**src/ira_pkg.sv**
```systemverilog
// Shared constants and controller/datapath signal groups for the interval resource allocator.
package ira_pkg;

  localparam int ID_W              = 10;
  localparam int STALL_W           = 11;
  localparam int ID_SPAN           = 1 << ID_W;
  localparam int MAX_INTERVALS_DEF = 1024;

  localparam logic MODE_START = 1'b0;
  localparam logic MODE_END   = 1'b1;

  typedef struct packed {
    logic clear;
    logic capture;
    logic commit;
  } cmd_t;

  typedef struct packed {
    logic clear_last;
    logic out_free;
  } status_t;

endpackage

```
**src/ira_ctrl.sv**
```systemverilog
// Controller state machine: clearing pass, item capture and commit sequencing.
module ira_ctrl
  import ira_pkg::*;
(
  input  logic    clk,
  input  logic    rst,
  input  logic    s_tvalid,
  output logic    s_tready,
  input  status_t status,
  output cmd_t    cmd
);

  typedef enum logic [1:0] {
    ST_CLEAR,
    ST_IDLE,
    ST_LOOKUP
  } state_t;

  state_t state;
  logic   ready;

  always_ff @(posedge clk) begin
    if (rst) begin
      state <= ST_CLEAR;
      ready <= 1'b0;
    end else begin
      unique case (state)
        ST_CLEAR: begin
          if (status.clear_last) begin
            state <= ST_IDLE;
            ready <= 1'b1;
          end
        end
        ST_IDLE: begin
          if (s_tvalid && ready) begin
            state <= ST_LOOKUP;
            ready <= 1'b0;
          end
        end
        ST_LOOKUP: begin
          if (status.out_free) begin
            state <= ST_IDLE;
            ready <= 1'b1;
          end
        end
        default: begin
          state <= ST_CLEAR;
          ready <= 1'b0;
        end
      endcase
    end
  end

  assign s_tready    = ready;
  assign cmd.clear   = (state == ST_CLEAR);
  assign cmd.capture = ready && s_tvalid;
  assign cmd.commit  = (state == ST_LOOKUP) && status.out_free;

endmodule

```
**config.mk**
```make
export PLATFORM = sky130hd
export DESIGN_NAME = ira_ctrl
export DESIGN_NICKNAME = d
export VERILOG_FILES = /design/src/ira_pkg.sv /design/src/ira_ctrl.sv
export SDC_FILE = /design/constraint.sdc
export NUM_CORES = 1
export LEC_CHECK = 0
export ABC_AREA = 1
export BUFFER_PORTS_ARGS = -buffer_cell sky130_fd_sc_hd__buf_2
export CAP_MARGIN = 20
export CORE_AREA = 2 2 39 41
export DETAILED_ROUTE_END_ITERATION = 8
export DIE_AREA = 0 0 41 43
export SLEW_MARGIN = 20
export SYNTH_ARGS = -nofsm -noshare
export SYNTH_HDL_FRONTEND = slang
export SYNTH_SLANG_ARGS = --single-unit
```
**constraint.sdc**
```tcl
create_clock -name clk -period 1.3 [get_ports clk]
set_clock_uncertainty 0.2 [all_clocks]
set_input_delay 0.065 -clock clk [delete_from_list [all_inputs] [get_ports clk]]
set_output_delay 0.065 -clock clk [all_outputs]
set_load 0.01 [all_outputs]
```
### Yosys cells after proc, flatten, opt, wreduce, memory -nomap -nowiden

Cells that the tools add are included.

* input bits: 5
* register bits: 3
* logic and storage cells: 19
* output and inout bits: 4

* reduce and logical (&&, ||, !) cells: 4
* equal/unequal tests: 5
* mux-type cells: 8

Operators with widths (number)
* 2-to-1 mux 2 bit: 3
* inequality test 2 bit, second input constant: 3
* one-hot mux 2 bit (3 select lines): 1
* 2-to-1 mux 1 bit: 3
* one-hot mux 1 bit (3 select lines): 1
* AND reduction 3 bit: 1
* == test 2 x 1 -> 1 bit, second input constant: 1
* == test 2 bit, second input constant: 1
* logical AND 1 bit: 2
* logical NOT 2 bit: 1

### Logic depth before layout (Yosys ltp)

* depth after elaboration: 3
* depth in mapped cells: 4
* depth with buffers taken out: 4

### Least setup slack after synthesis

Ideal clock, no wire load.

* path kind: reg2reg
* start point: reg ready, in the netlist s_tready
* end point: reg ready, in the netlist s_tready
* buffers on the path: 0
* arrival time: 0.767 ns
* stages on the path, launching flop included: 5
* data required time: 0.985 ns
* library setup time: 0.115 ns
* period minus slack after synthesis: 1.082 ns
* path slack: 0.218 ns
* cells stage by stage: dfxtp_1 -> nor2_1 -> nand2_1 -> nand3_1 -> nor2_1

* longest elaborated chain between the ends: 3

Ends and longest elaborated chain
* start, declared: RTL line ira_ctrl.sv:20 `logic ready;`
* start signal, assigned: RTL line ira_ctrl.sv:25 `ready <= 1'b0;`
* start signal, assigned: RTL line ira_ctrl.sv:31 `ready <= 1'b1;`
* start signal, assigned: RTL line ira_ctrl.sv:37 `ready <= 1'b0;`
* logical AND 1 bit: RTL line ira_ctrl.sv:35 `if (s_tvalid && ready) begin`
* inequality test 2 bit (no line)
* AND reduction 3 bit (no line)

No other way between the ends.
A chain may end at the register's enable or synchronous reset.

==> metrics.md <==
| Metric | Value |
|---|---|
| Core Area | `0.00138 mm^2` |
| Ports | `9` |
| Worst-case vdd ir drop | `0.126 mV` |
| Routed Antenna Nets | `0` |
| Post-synthesis cell count | `18` |
| Crit end category | `primary output` |
| Seq/Total Area, Yosys | `0.368` |
| Row cnt | `14` |
| Port bufs | `8` |
| Synth top area cells | `dfxtp_1 (37%), inv_1 (17%), a21oi_1 (9.2%), nand3_1 (9.2%), nand2_1 (6.9%)` |
| First-pass DRT Iterations | `2` |
| Clock sinks | `2` |
| Vias per std cell | `3.12` |
| Slowest Stage Delay on Critical Path | `0.53 ns` |
| Area grow syn2layout | `117%` |
| RSZ-0062 raised after global routing | `false` |
| Pin count of the biggest net entering global routing | `6` |
| CTS Buf Count | `3` |
| Clock Pin Slew Worst Setup and Hold Paths | `0.03 ns` |
| Global-route wire length before repair | `420 um` |
| Setup bufs post-CTS | `0` |
| Critical Path RT | `1.03 ns` |
| DRT Wirelength | `290 um` |
| Syn nets | `23` |
| Initial core utilization | `0.0787` |
| Max cap viols | `0` |
| Via count | `153` |
| Fin crit period | `1.22 ns` |
| Share of cells above drive strength 1 | `0.424` |
| Worst-path fanout max | `2` |
| Gr usage total | `0.0440` |
| Startpoint types | `input pin` |
| Final hold viol count | `0` |
| Setup Crit Path Kind | `input pin to primary output` |
| Fillers | `161` |
| WL/cell | `5.92 um` |
| Crit-path cells | `dlygate4sd3_1 > buf_2 > inv_1 > nor3_2 > buf_2` |
| ANT cells | `0` |
| DIE AREA | `0.00176 mm^2` |
| Number of library cell types mapped by synthesis | `9` |
| Final Max Slew Viols | `0` |
| Final GP Congestion | `0.537` |
| Fin crit share | `0.941` |
| Worst path slowest cell | `dlygate4sd3_1` |
| Setup Total Neg Slack | `0 ns` |
| Synth top area share | `0.368` |
| Yosys warns | `0` |
| Hpwl dp | `215 um` |
| Grt ovf | `0` |
| Setup WS pre-CTS | `0.313 ns` |
| Relative slew slack | `0.877` |
| DRT iter0 DRCs | `9` |
| Initial antenna violation count | `0` |
| CTS tree | `built` |
| Vias in the first global route | `133` |
| Htree depth | `1` |
| CTS root buf | `clkbuf_4` |
| Cell Area, Synth | `109 um^2` |
| Crit path top cell by count | `buf_2` |
| Register bit total from synthesis | `2` |
| Max Fclk | `817 MHz` |
| Die Span X | `41 um` |
| Worst Max-Slew Pin Slew | `0.184 ns` |
| Multi-input gate area | `51.3 um^2` |
| Mean Syn Cell Area | `6.05 um^2` |
| FF/Latch Area | `40.0 um^2` |
| Commonest non-fill, non-tap cells in the layout | `buf_2 (8), inv_1 (5), dlygate4sd3_1 (4), clkbuf_4 (3)` |
| Largest area contributor in the netlist | `dfxtp_1` |
| Setup-failing EPs final | `0` |
| CTS Buffer Depth | `2` |
| Final net count | `40` |
| Final WS setup | `0.0764 ns` |
| Clock Latency Late Sink | `0.22 ns` |
| # DRC | `0` |
| Worst hold path type | `register to register` |
| Final Cell Area | `236 um^2` |
| Worst Path Arrival | `0.96 ns` |
| Pwr/cell area | `1090 mW/mm^2` |
| Commonest non-fill, non-tap cell in the layout | `buf_2` |
| Leakage Power | `0.126 nW` |
| Placed inst area | `169 um^2` |
| Vert. Die Dim | `43 um` |
| Outcome | `complete, no violations` |
| Min Hold Slack | `0.313 ns` |
-- power breakdown --
group / leakage [nW] / total, mW / switching, mW / internal [mW]
combinational: 0.0953 / 0.0508 / 0.0247 / 0.0261
sequential: 0.0165 / 0.0727 / 0.00571 / 0.0669
clock: 0.0138 / 0.134 / 0.0322 / 0.102
-- path summary, 6_finish.rpt --
| kind | slack [ns] | from | cells past startpoint | to |
|---|---|---|---|---|
| max | 0.08 | status[0] | 5 | cmd[0] |
| min | 0.31 | state[1] | 2 | state[1] |
| max reg2reg | 0.30 | s_tready | 4 | s_tready |
| min reg2reg | 0.31 | state[1] | 2 | state[1] |
-- stage by stage --
| stage | instances | power (mW) | util |
|---|---|---|---|
| after detailed placement | 42 | 0.114 | 0.122 |
| after global placement | 42 | 0.114 | 0.122 |
| final | 49 | 0.257 | 0.171 |
| after global routing | 49 | 0.279 | 0.171 |
| after CTS | 49 | 0.267 | 0.167 |
| after floorplan | 18 | 0.0953 | - |
-- registers in the layout, summed over array words and instances, names as in the netlist --
register and count:
s_tready 1, state 1
-- kinds of logic (layout without fill, tap and decap cells) --
kind of cell / after synthesis / count (layout) / synth area share
compound gates: 2 / 2 / 0.0920
simple gates: 8 / 8 / 0.333
flops: 2 / 2 / 0.368
buf+inv: 6 / 21 / 0.207
-- critical path: cells and delay by family --
| kind | cells | cell delay (ns) |
|---|---|---|
| buf+inv | 4 | 0.86 |
| simple gates | 1 | 0.04 |
-- area by class of cell --
cell class / instances / area share
multi-input cells: 10 / 0.217
flip-flops and latches: 2 / 0.169
inverters: 6 / 0.0952
well taps: 16 / 0.0847
clock buffers: 3 / 0.0952
repair buffers: 12 / 0.339
-- cells in the mapped netlist (all sizes together) --
cell type,n
nand2,3
nor3,1
inv,6
nor2,2
a21oi,2
dfxtp,2
nand3,2
-- routing by layer --
| layer | up-vias | GRT usage | wire length, um |
|---|---|---|---|
| met3 | 0 | 0.0314 | 26 |
| met5 | - | 0 | 0 |
| met2 | 7 | 0.0531 | 124 |
| met1 | 63 | 0.0287 | 139 |
| met4 | 0 | 0.0800 | 0 |
| li1 | 83 | - | - |
-- repair_timing --
item,in CTS,in global routing
endpoints found under the setup margin,0,1
gates resized for setup,0,1
hold buffers,4,0
hold endpoints to repair,2,0
No activity file was read; power rests on OpenSTA's default activity.
